--- config.mk ---
export PLATFORM = sky130hd
export DESIGN_NAME = bhq_cell
export DESIGN_NICKNAME = d
export VERILOG_FILES = /design/src/design/bhq_pkg.sv /design/src/design/bhq_cell.sv
export SDC_FILE = /design/constraint.sdc
export NUM_CORES = 1
export LEC_CHECK = 0
export ABC_AREA = 1
export BUFFER_PORTS_ARGS = -buffer_cell sky130_fd_sc_hd__buf_2
export CAP_MARGIN = 0
export CORE_MARGIN = 2
export CORE_UTILIZATION = 50
export DETAILED_ROUTE_END_ITERATION = 8
export PLACE_DENSITY_LB_ADDON = 0.3
export SETUP_SLACK_MARGIN = 0.4
export SLEW_MARGIN = 20
export SYNTH_ARGS = -nofsm -noshare
export SYNTH_HDL_FRONTEND = slang
export SYNTH_SLANG_ARGS = --single-unit
--- constraint.sdc ---
create_clock -name clk -period 9.3 [get_ports clk]
set_input_delay 1.86 -clock clk [delete_from_list [all_inputs] [get_ports clk]]
set_output_delay 1.86 -clock clk [all_outputs]
set_load 0.02 [all_outputs]
--- src/design/bhq_pkg.sv ---
package bhq_pkg;

  // Fixed field widths
  localparam int KEY_W   = 32;
  localparam int COUNT_W = 11;
  localparam int SLOT_W  = COUNT_W;
  localparam int LVL_W   = 4;

  typedef enum logic {
    OP_INS = 1'b0,
    OP_DEL = 1'b1
  } bhq_op_t;

  typedef enum logic [1:0] {
    ST_OK    = 2'd0,
    ST_EMPTY = 2'd1,
    ST_FULL  = 2'd2
  } bhq_status_t;

  typedef enum logic [2:0] {
    S_IDLE,
    S_PROBE,
    S_PDATA,
    S_WALK,
    S_RESULT
  } bhq_state_t;

  typedef struct packed {
    bhq_op_t            mode;
    logic [KEY_W-1:0]   key;
  } bhq_in_t;

  typedef struct packed {
    bhq_status_t        status;
    logic [KEY_W-1:0]   removed_key;
    logic [KEY_W-1:0]   min_key;
    logic [COUNT_W-1:0] count;
  } bhq_out_t;

  // Token walking down the level chain.
  // Insert: slot holds the target slot left-aligned (path from root), tlvl its level.
  // Delete: slot holds the hole one level above the receiving cell, key the moving entry.
  typedef struct packed {
    logic              valid;
    bhq_op_t           op;
    logic [SLOT_W-1:0] slot;
    logic [LVL_W-1:0]  tlvl;
    logic [KEY_W-1:0]  key;
  } bhq_tok_t;

  // Write of a slot one level up, from a cell to its upstream neighbor
  typedef struct packed {
    logic              valid;
    logic [SLOT_W-1:0] slot;
    logic [KEY_W-1:0]  key;
  } bhq_wb_t;

  // Direct read of one slot (fetch of the last entry)
  typedef struct packed {
    logic              en;
    logic [SLOT_W-1:0] slot;
  } bhq_probe_t;

  // Level (index of the leading one) of a slot number
  function automatic logic [LVL_W-1:0] lvl_of(input logic [SLOT_W-1:0] s);
    logic [LVL_W-1:0] lvl;
    lvl = '0;
    for (int i = 0; i < SLOT_W; i++) begin
      if (s[i]) begin
        lvl = LVL_W'(i);
      end
    end
    return lvl;
  endfunction

endpackage

--- src/design/bhq_cell.sv ---
module bhq_cell import bhq_pkg::*; #(
  parameter int LEVEL = 0
) (
  input  logic               clk,
  input  logic               rst_n,
  input  logic [COUNT_W-1:0] cnt,
  input  bhq_tok_t           tok_i,
  output bhq_tok_t           tok_o,
  input  bhq_wb_t            wb_i,
  output bhq_wb_t            wb_o,
  input  bhq_probe_t         probe_i,
  output logic [KEY_W-1:0]   rdata_o,
  output logic               done_o
);

  bhq_tok_t          tq_r;
  logic              pv_r;
  logic              ph_r;
  logic [KEY_W-1:0]  rd_lo_r;
  logic [KEY_W-1:0]  rd_hi_r;

  logic              rd_en;
  logic [SLOT_W-1:0] rd_slot;
  logic [SLOT_W-1:0] ins_node_in;
  logic [SLOT_W-1:0] del_child_in;

  logic              wr_en;
  logic [SLOT_W-1:0] wr_slot;
  logic [KEY_W-1:0]  wr_key;

  logic              loc_en;
  logic [SLOT_W-1:0] loc_slot;
  logic [KEY_W-1:0]  loc_key;

  logic [SLOT_W-1:0] node_slot;
  logic [KEY_W-1:0]  node_val;
  logic [SLOT_W:0]   cnt_x;
  logic              l_ok;
  logic              r_ok;
  logic              pick_r;
  logic [KEY_W-1:0]  cval;
  logic [SLOT_W-1:0] cslot;
  logic              gc_ok;

  // Read address: probe, insert path node, or the sibling pair under a hole
  assign ins_node_in  = tok_i.slot >> (SLOT_W - 1 - LEVEL);
  assign del_child_in = {tok_i.slot[SLOT_W-2:0], 1'b0};

  always_comb begin
    rd_en   = tok_i.valid || probe_i.en;
    rd_slot = probe_i.en ? probe_i.slot :
              (tok_i.op == OP_INS) ? ins_node_in : del_child_in;
  end

  // One write per cycle: from the downstream cell or from this cell
  always_comb begin
    wr_en   = wb_i.valid || loc_en;
    wr_slot = wb_i.valid ? wb_i.slot : loc_slot;
    wr_key  = wb_i.valid ? wb_i.key  : loc_key;
  end

  // Level storage, rows of sibling pairs
  if (LEVEL < 2) begin : g_reg
    logic [KEY_W-1:0] lo_r;
    logic [KEY_W-1:0] hi_r;

    always_ff @(posedge clk) begin
      if (wr_en) begin
        if (wr_slot[0]) begin
          hi_r <= wr_key;
        end else begin
          lo_r <= wr_key;
        end
      end
      if (rd_en) begin
        rd_lo_r <= lo_r;
        rd_hi_r <= hi_r;
      end
    end
  end else begin : g_mem
    localparam int ROWS = 1 << (LEVEL - 1);
    logic [KEY_W-1:0] lo_mem [ROWS];
    logic [KEY_W-1:0] hi_mem [ROWS];
    logic [LEVEL-2:0] wr_row;
    logic [LEVEL-2:0] rd_row;

    assign wr_row = wr_slot[LEVEL-1:1];
    assign rd_row = rd_slot[LEVEL-1:1];

    always_ff @(posedge clk) begin
      if (wr_en && !wr_slot[0]) begin
        lo_mem[wr_row] <= wr_key;
      end
      if (wr_en && wr_slot[0]) begin
        hi_mem[wr_row] <= wr_key;
      end
      if (rd_en) begin
        rd_lo_r <= lo_mem[rd_row];
        rd_hi_r <= hi_mem[rd_row];
      end
    end
  end

  // Token and probe capture alongside the read
  always_ff @(posedge clk) begin
    if (!rst_n) begin
      tq_r <= '0;
      pv_r <= 1'b0;
    end else begin
      tq_r <= tok_i;
      pv_r <= probe_i.en;
    end
  end

  always_ff @(posedge clk) begin
    ph_r <= probe_i.slot[0];
  end

  assign rdata_o = pv_r ? (ph_r ? rd_hi_r : rd_lo_r) : '0;

  // Compare terms
  assign node_slot = tq_r.slot >> (SLOT_W - 1 - LEVEL);
  assign node_val  = node_slot[0] ? rd_hi_r : rd_lo_r;
  assign cnt_x     = {1'b0, cnt};
  assign l_ok      = {tq_r.slot, 1'b0} <= cnt_x;
  assign r_ok      = {tq_r.slot, 1'b1} <= cnt_x;
  assign pick_r    = r_ok && (rd_hi_r < rd_lo_r);
  assign cval      = pick_r ? rd_hi_r : rd_lo_r;
  assign cslot     = {tq_r.slot[SLOT_W-2:0], pick_r};
  assign gc_ok     = {cslot, 1'b0} <= cnt_x;

  // Per-level step of sift-up (top-down) or sift-down
  always_comb begin
    tok_o    = '0;
    wb_o     = '0;
    loc_en   = 1'b0;
    loc_slot = node_slot;
    loc_key  = tq_r.key;
    done_o   = 1'b0;
    if (tq_r.valid) begin
      case (tq_r.op)
        OP_INS: begin
          if (tq_r.tlvl == LVL_W'(LEVEL)) begin
            // new slot reached: drop the carried key
            loc_en = 1'b1;
            done_o = 1'b1;
          end else begin
            tok_o = tq_r;
            if (tq_r.key < node_val) begin
              // carried key takes this node, old node moves on down
              loc_en    = 1'b1;
              tok_o.key = node_val;
            end
          end
        end
        OP_DEL: begin
          if (LEVEL == 0) begin
            tok_o = tq_r;
          end else if (!l_ok) begin
            wb_o.valid = 1'b1;
            wb_o.slot  = tq_r.slot;
            wb_o.key   = tq_r.key;
            done_o     = 1'b1;
          end else if (cval < tq_r.key) begin
            // smaller child moves up into the hole
            wb_o.valid = 1'b1;
            wb_o.slot  = tq_r.slot;
            wb_o.key   = cval;
            if (gc_ok) begin
              tok_o.valid = 1'b1;
              tok_o.op    = OP_DEL;
              tok_o.slot  = cslot;
              tok_o.tlvl  = tq_r.tlvl;
              tok_o.key   = tq_r.key;
            end else begin
              loc_en   = 1'b1;
              loc_slot = cslot;
              done_o   = 1'b1;
            end
          end else begin
            wb_o.valid = 1'b1;
            wb_o.slot  = tq_r.slot;
            wb_o.key   = tq_r.key;
            done_o     = 1'b1;
          end
        end
        default: begin
        end
      endcase
    end
  end

endmodule

==> results of run 1 <==
==> cells in the final DEF, fill, tap and decap left out, types with 4 or more instances in the layout <==
| cell type | instances |
|---|---|
| nand2_1 | 225 |
| buf_2 | 168 |
| edfxtp_1 | 128 |
| inv_1 | 126 |
| o21ai_0 | 86 |
| nand3_1 | 67 |
| dfxtp_1 | 49 |
| nor2_1 | 48 |
| conb_1 | 44 |
| a21oi_1 | 33 |
| ha_1 | 31 |
| clkbuf_16 | 18 |
| mux2i_1 | 14 |
| buf_4 | 11 |
| clkinv_4 | 4 |
==> worst max path at each step <==
stage,depth (start not counted),start,slack [ns],end
after global placement,13,node_slot[0],3.72,tok_o[20]
final,13,node_slot[0],3.28,tok_o[20]
after floorplan,4,wb_i[43],4.13,g_reg.lo_r[0]
after global routing,13,node_slot[0],3.05,tok_o[20]
after detailed placement,13,node_slot[0],3.69,tok_o[20]
after CTS,13,node_slot[0],3.23,tok_o[20]
==> worst max-delay path, stage by stage (launching register included) <==
cell and delay (ns):
dfxtp_2 0.31, buf_4 0.50, mux2i_1 0.23, ha_1 0.34, nand2_1 0.07, nor2_1 0.14
nand2_1 0.14, nor4_1 0.54, nand2_4 0.44, nand2_4 0.49, nand2_1 0.12, nand3_1 0.10
nand2_1 0.09, buf_2 0.17
==> logic make-up after synthesis <==
kind of cell / after synthesis
AOI/OAI and AO/OA: 126
adders and majority gates: 31
buffers and inverters: 215
DFF: 179
muxes: 14
other: 1
and+or+nand+nor: 350
==> cells in the mapped netlist <==
library cell | count | area share, %
mux2i_1 | 14 | 1.6
inv_1 | 126 | 5.6
nand2_1 | 225 | 9.9
clkbuf_1 | 31 | 1.4
nor3_1 | 1 | 0.059
nor2_1 | 49 | 2.2
ha_1 | 31 | 4.6
inv_2 | 1 | 0.044
conb_1 | 1 | 0.044
a211oi_1 | 2 | 0.18
or2_2 | 1 | 0.074
buf_2 | 4 | 0.24
a21oi_1 | 34 | 2.0
o21ai_0 | 86 | 5.1
a21boi_0 | 1 | 0.088
nand2_2 | 2 | 0.15
o21a_1 | 1 | 0.088
dfxtp_1 | 51 | 12
buf_6 | 3 | 0.40
buf_4 | 50 | 4.4
nand2_4 | 2 | 0.26
nor4_1 | 2 | 0.15
edfxtp_1 | 128 | 45
nand3_1 | 67 | 3.9
nand4_1 | 1 | 0.074
o211ai_1 | 1 | 0.088
a21oi_4 | 1 | 0.19
==> per-layer routing <==
| layer | track usage (%) | up-vias | routed length (µm) |
|---|---|---|---|
| met2 | 37.6 | 250 | 9420 |
| met1 | 27.7 | 2964 | 8310 |
| met3 | 4.65 | 23 | 1410 |
| met5 | 0 | - | 0 |
| met4 | 8.13 | 0 | 310 |
| li1 | - | 3200 | - |
==> flip-flops by register name (all words and copies together) (netlist names) <==
name        count
g_reg.hi_r     32
g_reg.lo_r     32
loc_key        32
rd_hi_r        32
rd_lo_r        32
cslot          10
tq_r            6
node_slot       1
ph_r            1
pv_r            1
==> area by class of cell <==
class | count | area, µm²
Sequential cell | 179 | 4870
Timing Repair Buffer | 179 | 923
Clock buffer | 20 | 458
Fill cell | 1455 | 6660
Clock inverter | 12 | 120
Inverter | 127 | 477
Tap cell | 220 | 275
Multi-Input combinational cell | 565 | 2800
==> power breakdown <==
part / internal [mW] / switching, mW
clock network: 0.390 / 0.305
registers: 0.922 / 0.0212
logic: 0.0835 / 0.188
==> stage by stage <==
stage / area, µm² / hold slack (ns) / worst slack [ns] / util (%)
2_1_floorplan: 8660 / 0.400 / 4.13 / -
3_3_place_gp: 9340 / 0.400 / 3.72 / 56.3
3_5_place_dp: 9340 / 0.405 / 3.69 / 56.3
4_1_cts: 9920 / 0.417 / 3.23 / 59.8
5_1_grt: 9920 / 0.424 / 3.05 / 59.8
6_report: 9920 / 0.419 / 3.28 / 59.8
==> results.md, run 1 <==
- Outcome: finished, final reports clean
- Leakage: 4.96 nW
- Share of layout cells above drive strength 1: 20.4%
- Initial core utilization: 51.3%
- Period utilisation layout: 64.7%
- Crit end category: output pin
- Synthesized area per cell: 9.28 µm²
- Compound-Gate Fraction of Synth Area: 7.70%
- H-tree Lvls: 4
- Hold_buf cts: 0
- Power, Total: 1.91 mW
- Worst R2R Path Depth: 12
- Final slew viol count: 0
- Clock transition at the registers of the reported paths: 0.06 ns
- Largest family of logic cells by synthesized area: simple AND/OR/NAND/NOR gates
- Pwr/cell area: 192 mW/mm²
- Slew @ Worst Pin: 1.01 ns
- CTS tree: yes
- Sum Neg Setup Slack: 0 ns
- RSZ-0062 raised after global routing: no
- ANT nets after route: 0
- Final hold vios: 0
- Reg-to-Reg End: g_reg.hi_r[16]
- Mapped Area: 0.00850 mm²
- Synth Area in XOR/XNOR: 0%
- Vias: 6437
- Die area: 0.0181 mm²
- HP Class: reg -> reg
- Vias in the first global route: 6224
- Max Buffers Root-to-Sink: 2
- FP Rows: 47
- TritonCTS Buffers: 17
- All-Layer GR Usage: 22.0%
- Global placement routability congestion: 0.796
- Hold EP: rd_lo_r[21]
- Hold Crit Start: g_reg.lo_r[21]
- Max-cap violations: 0
- Skew-Pair Late Insertion Delay: 0.42 ns
- Startpoint types: flip-flop
- Adder-Cell Fraction of Synth Area: 4.56%
- Layout overhead on the synthesized area: 16.7%
- Non-Filler Instances: 1302
- R2r setup slk: 5.03 ns
- Diode count: 0
- Reg2reg start: node_slot[0]
- Inst Count DP: 1270
- Starting DRT DRC Count: 471
- Die Width: 134 µm
- PostCTS Resize Cnt: 0
- Average wire per standard cell: 14.9 µm
- DRT Wirelength: 19400 µm
- Post-DP HPWL: 12600 µm
- I/O pin cnt: 244
- Grt ovf: 0
- Nets: 1218
- Post-synthesis instance total: 916
- Fmax: 166 MHz
- CP Data Required Time: 7.44 ns
- Largest net degree at the start of global routing: 68
- Crit-path max FO: 50
- YS warnings: 0
- Simple-Gate Fraction of Synth Area: 16.8%
- Synth unique cells: 27
- Flops & latches, synth: 179
- Core area: 0.0166 mm²
- Arrival @ worst endpoint: 4.16 ns
- # port buffers: 168
- Clock skew: 0.0114 ns
- DR DRC count: 0
- Post-synthesis mux area share: 1.65%
- Worst vdd ir: 137 µV
- Vias per inst: 4.94
- Initial antenna violation count: 1
- Clk root buf: clkbuf_16
- Die H: 134 µm
- Clk sinks: 179
- Crit Path Category: reg -> out
- Setup violators final: 0
- Sequential fraction of the synthesis area: 57.2%
- Post CTS Setup Buffer Count: 0
- Minimum clock period: 6.02 ns
- First-pass GRT wire length: 30400 µm
- Relative slew margins: 32.7%
- Hold path depth: 0
- Pre-antenna DRT Iters: 5
Note: power is estimated with default switching activity, not from simulation.
==> inputs of run 2 (changes only) <==
CORE_UTILIZATION = 47   (was 50)
clock period = 5.5 ns   (was 9.3 ns; I/O delays follow)
==> run 2 against run 1 <==
Non-clock buffer count up 1; wire length rose by 2.5%; first-iteration DRC count down 31%; sequential share of layout area about the same; clock skew grew 0.0012 ns; via count barely moved; critical path depth rose by 2; total power up 65%; critical path type unchanged; sequential cell count unchanged; sequential power rose by 70%; global-route usage decreased by 1.2 points; die area up 6.2%.
==> results.md, run 2 (synthesized netlist as in run 1, its figures left out) <==
- Outcome: finished, final reports clean (unchanged)
- Final setup margin: 0.841 ns (was 3.28 ns)
- Die H: 138 µm (was 134 µm)
- Die Width: 138 µm (was 134 µm)
- Crit-path max FO: 34 (was 50)
- H-tree Lvls: 4 (unchanged)
- Skew-Pair Late Insertion Delay: 0.43 ns (was 0.42 ns)
- Grt ovf: 0 (unchanged)
- DR DRC count: 0 (unchanged)
- Max Buffers Root-to-Sink: 2 (unchanged)
- Pwr/cell area: 317 mW/mm² (was 192 mW/mm²)
- All-Layer GR Usage: 20.8% (was 22.0%)
- CP Data Required Time: 4.40 ns (was 7.44 ns)
- FP Rows: 49 (was 47)
- Initial core utilization: 47.7% (was 51.3%)
- Largest net degree at the start of global routing: 51 (was 68)
- Die area: 0.0192 mm² (was 0.0181 mm²)
- Vias per inst: 4.91 (was 4.94)
- Layout overhead on the synthesized area: 16.9% (was 16.7%)
- Nets: 1219 (was 1218)
- Commonest non-fill, non-tap cell in the layout: nand2_1 (unchanged)
- Initial antenna violation count: 1 (unchanged)
- Slew @ Worst Pin: 0.996 ns (was 1.01 ns)
- Most frequent cells in the layout: nand2_1 (225), buf_2 (168), edfxtp_1 (128) (unchanged)
- Fmax: 215 MHz
- HP Class: reg -> reg (unchanged)
- Clk root buf: clkbuf_16 (unchanged)
- ANT nets after route: 0 (unchanged)
- I/O pin cnt: 244 (unchanged)
- TritonCTS Buffers: 17 (unchanged)
- Core area: 0.0178 mm² (was 0.0166 mm²)
- Starting DRT DRC Count: 323 (was 471)
- Minimum clock period: 4.66 ns
- Period utilisation layout: 84.7%
- Max-cap violations: 0 (unchanged)
- Vias: 6442 (was 6437)
- Worst vdd ir: 221 µV (was 137 µV)
- Relative slew margins: 33.6% (was 32.7%)
- DRT Wirelength: 19900 µm (was 19400 µm)
- Average wire per standard cell: 15.2 µm (was 14.9 µm)
- # port buffers: 168 (unchanged)
- Vias in the first global route: 6101 (was 6224)
- Crit Path Category: reg -> out (unchanged)
- RSZ-0062 raised after global routing: no (unchanged)
- Leakage: 4.95 nW (was 4.96 nW)
- Clock transition at the registers of the reported paths: 0.07 ns (was 0.06 ns)
- Global placement routability congestion: 0.794 (was 0.796)
- Final slew viol count: 0 (unchanged)
- Clk sinks: 179 (unchanged)
- Share of layout cells above drive strength 1: 20.4% (unchanged)
- Arrival @ worst endpoint: 3.56 ns (was 4.16 ns)
- R2r setup slk: 1.48 ns (was 5.03 ns)
- Final hold vios: 0 (unchanged)
- Crit end category: output pin (unchanged)
- Layout fillers: 1610 (was 1455)
- CTS tree: yes (unchanged)
- Pre-CTS WS: 1.10 ns (was 3.69 ns)
- Hold_buf cts: 0 (unchanged)
- Setup violators final: 0 (unchanged)
- Power, Total: 3.15 mW (was 1.91 mW)
- Post-DP HPWL: 13500 µm (was 12600 µm)
- Sum Neg Setup Slack: 0 ns (unchanged)
- Pre-antenna DRT Iters: 4 (was 5)
- Clock skew: 0.0126 ns (was 0.0114 ns)
- Startpoint types: flip-flop (unchanged)
- First-pass GRT wire length: 30800 µm (was 30400 µm)
- Inst Count DP: 1280 (was 1270)
- Non-Filler Instances: 1312 (was 1302)
run 2: final cells by class:
class                   count  area (µm²)  area share [%]
well taps                 229         287            2.88
repair buffers            180         968            9.75
inverters                 127         477            4.80
multi-input cells         565        2800            28.2
clock inverters            12        86.3           0.869
flip-flops and latches    179        4870            49.0
clock buffers              19         443            4.46
diodes                      1        2.50          0.0252
run 2: timing repair:
| action | CTS | global route |
|---|---|---|
| setup buffers | 0 | 0 |
| resized for setup | 0 | 1 |
| endpoints found under the setup margin | 0 | 1 |
run 2: final timing paths:
path | from | cells after the start | to
worst max-delay path | node_slot[0] | 15 | tok_o[20]
worst min register to register | g_reg.lo_r[12] | 0 | rd_lo_r[12]
worst min-delay path | g_reg.lo_r[12] | 0 | rd_lo_r[12]
worst max register to register | node_slot[0] | 14 | g_reg.hi_r[18]
run 2: stage by stage:
| stage | area, µm² | hold WS, ns | util [%] |
|---|---|---|---|
| after floorplan | 8660 | 0.400 | - |
| after global placement | 9400 | 0.400 | 52.7 |
| after detailed placement | 9400 | 0.405 | 52.7 |
| after CTS | 9930 | 0.417 | 55.7 |
| after global routing | 9930 | 0.421 | 55.7 |
| final | 9930 | 0.416 | 55.7 |
run 2: routing by layer:
metal,global-route usage [%],vias to the layer above,part of all wire (%)
met5,0,-,0
met4,5.42,0,0.97
met3,5.40,14,7.7
met2,36.0,258,49
met1,26.2,2969,43
li1,-,3201,-
run 2: power breakdown:
group          switching (mW)  leakage [nW]  internal [mW]  total [mW]
Sequential             0.0435          1.70           1.56        1.60
Combinational           0.312          2.99          0.145       0.456
Clock                   0.506         0.257          0.587        1.09
Total                   0.861          4.95           2.29        3.15
run 2: critical path: stages, from the launching register on:
cell	delay (ns)
dfxtp_4	0.55
buf_12	0.24
mux2i_1	0.29
ha_1	0.29
a21oi_1	0.16
nor2_1	0.05
a211oi_1	0.18
nand2_1	0.11
nand2_1	0.10
nand2_2	0.08
nand2_4	0.23
nand2_4	0.33
nand2_1	0.15
nand3_1	0.08
nand2_1	0.12
buf_2	0.17
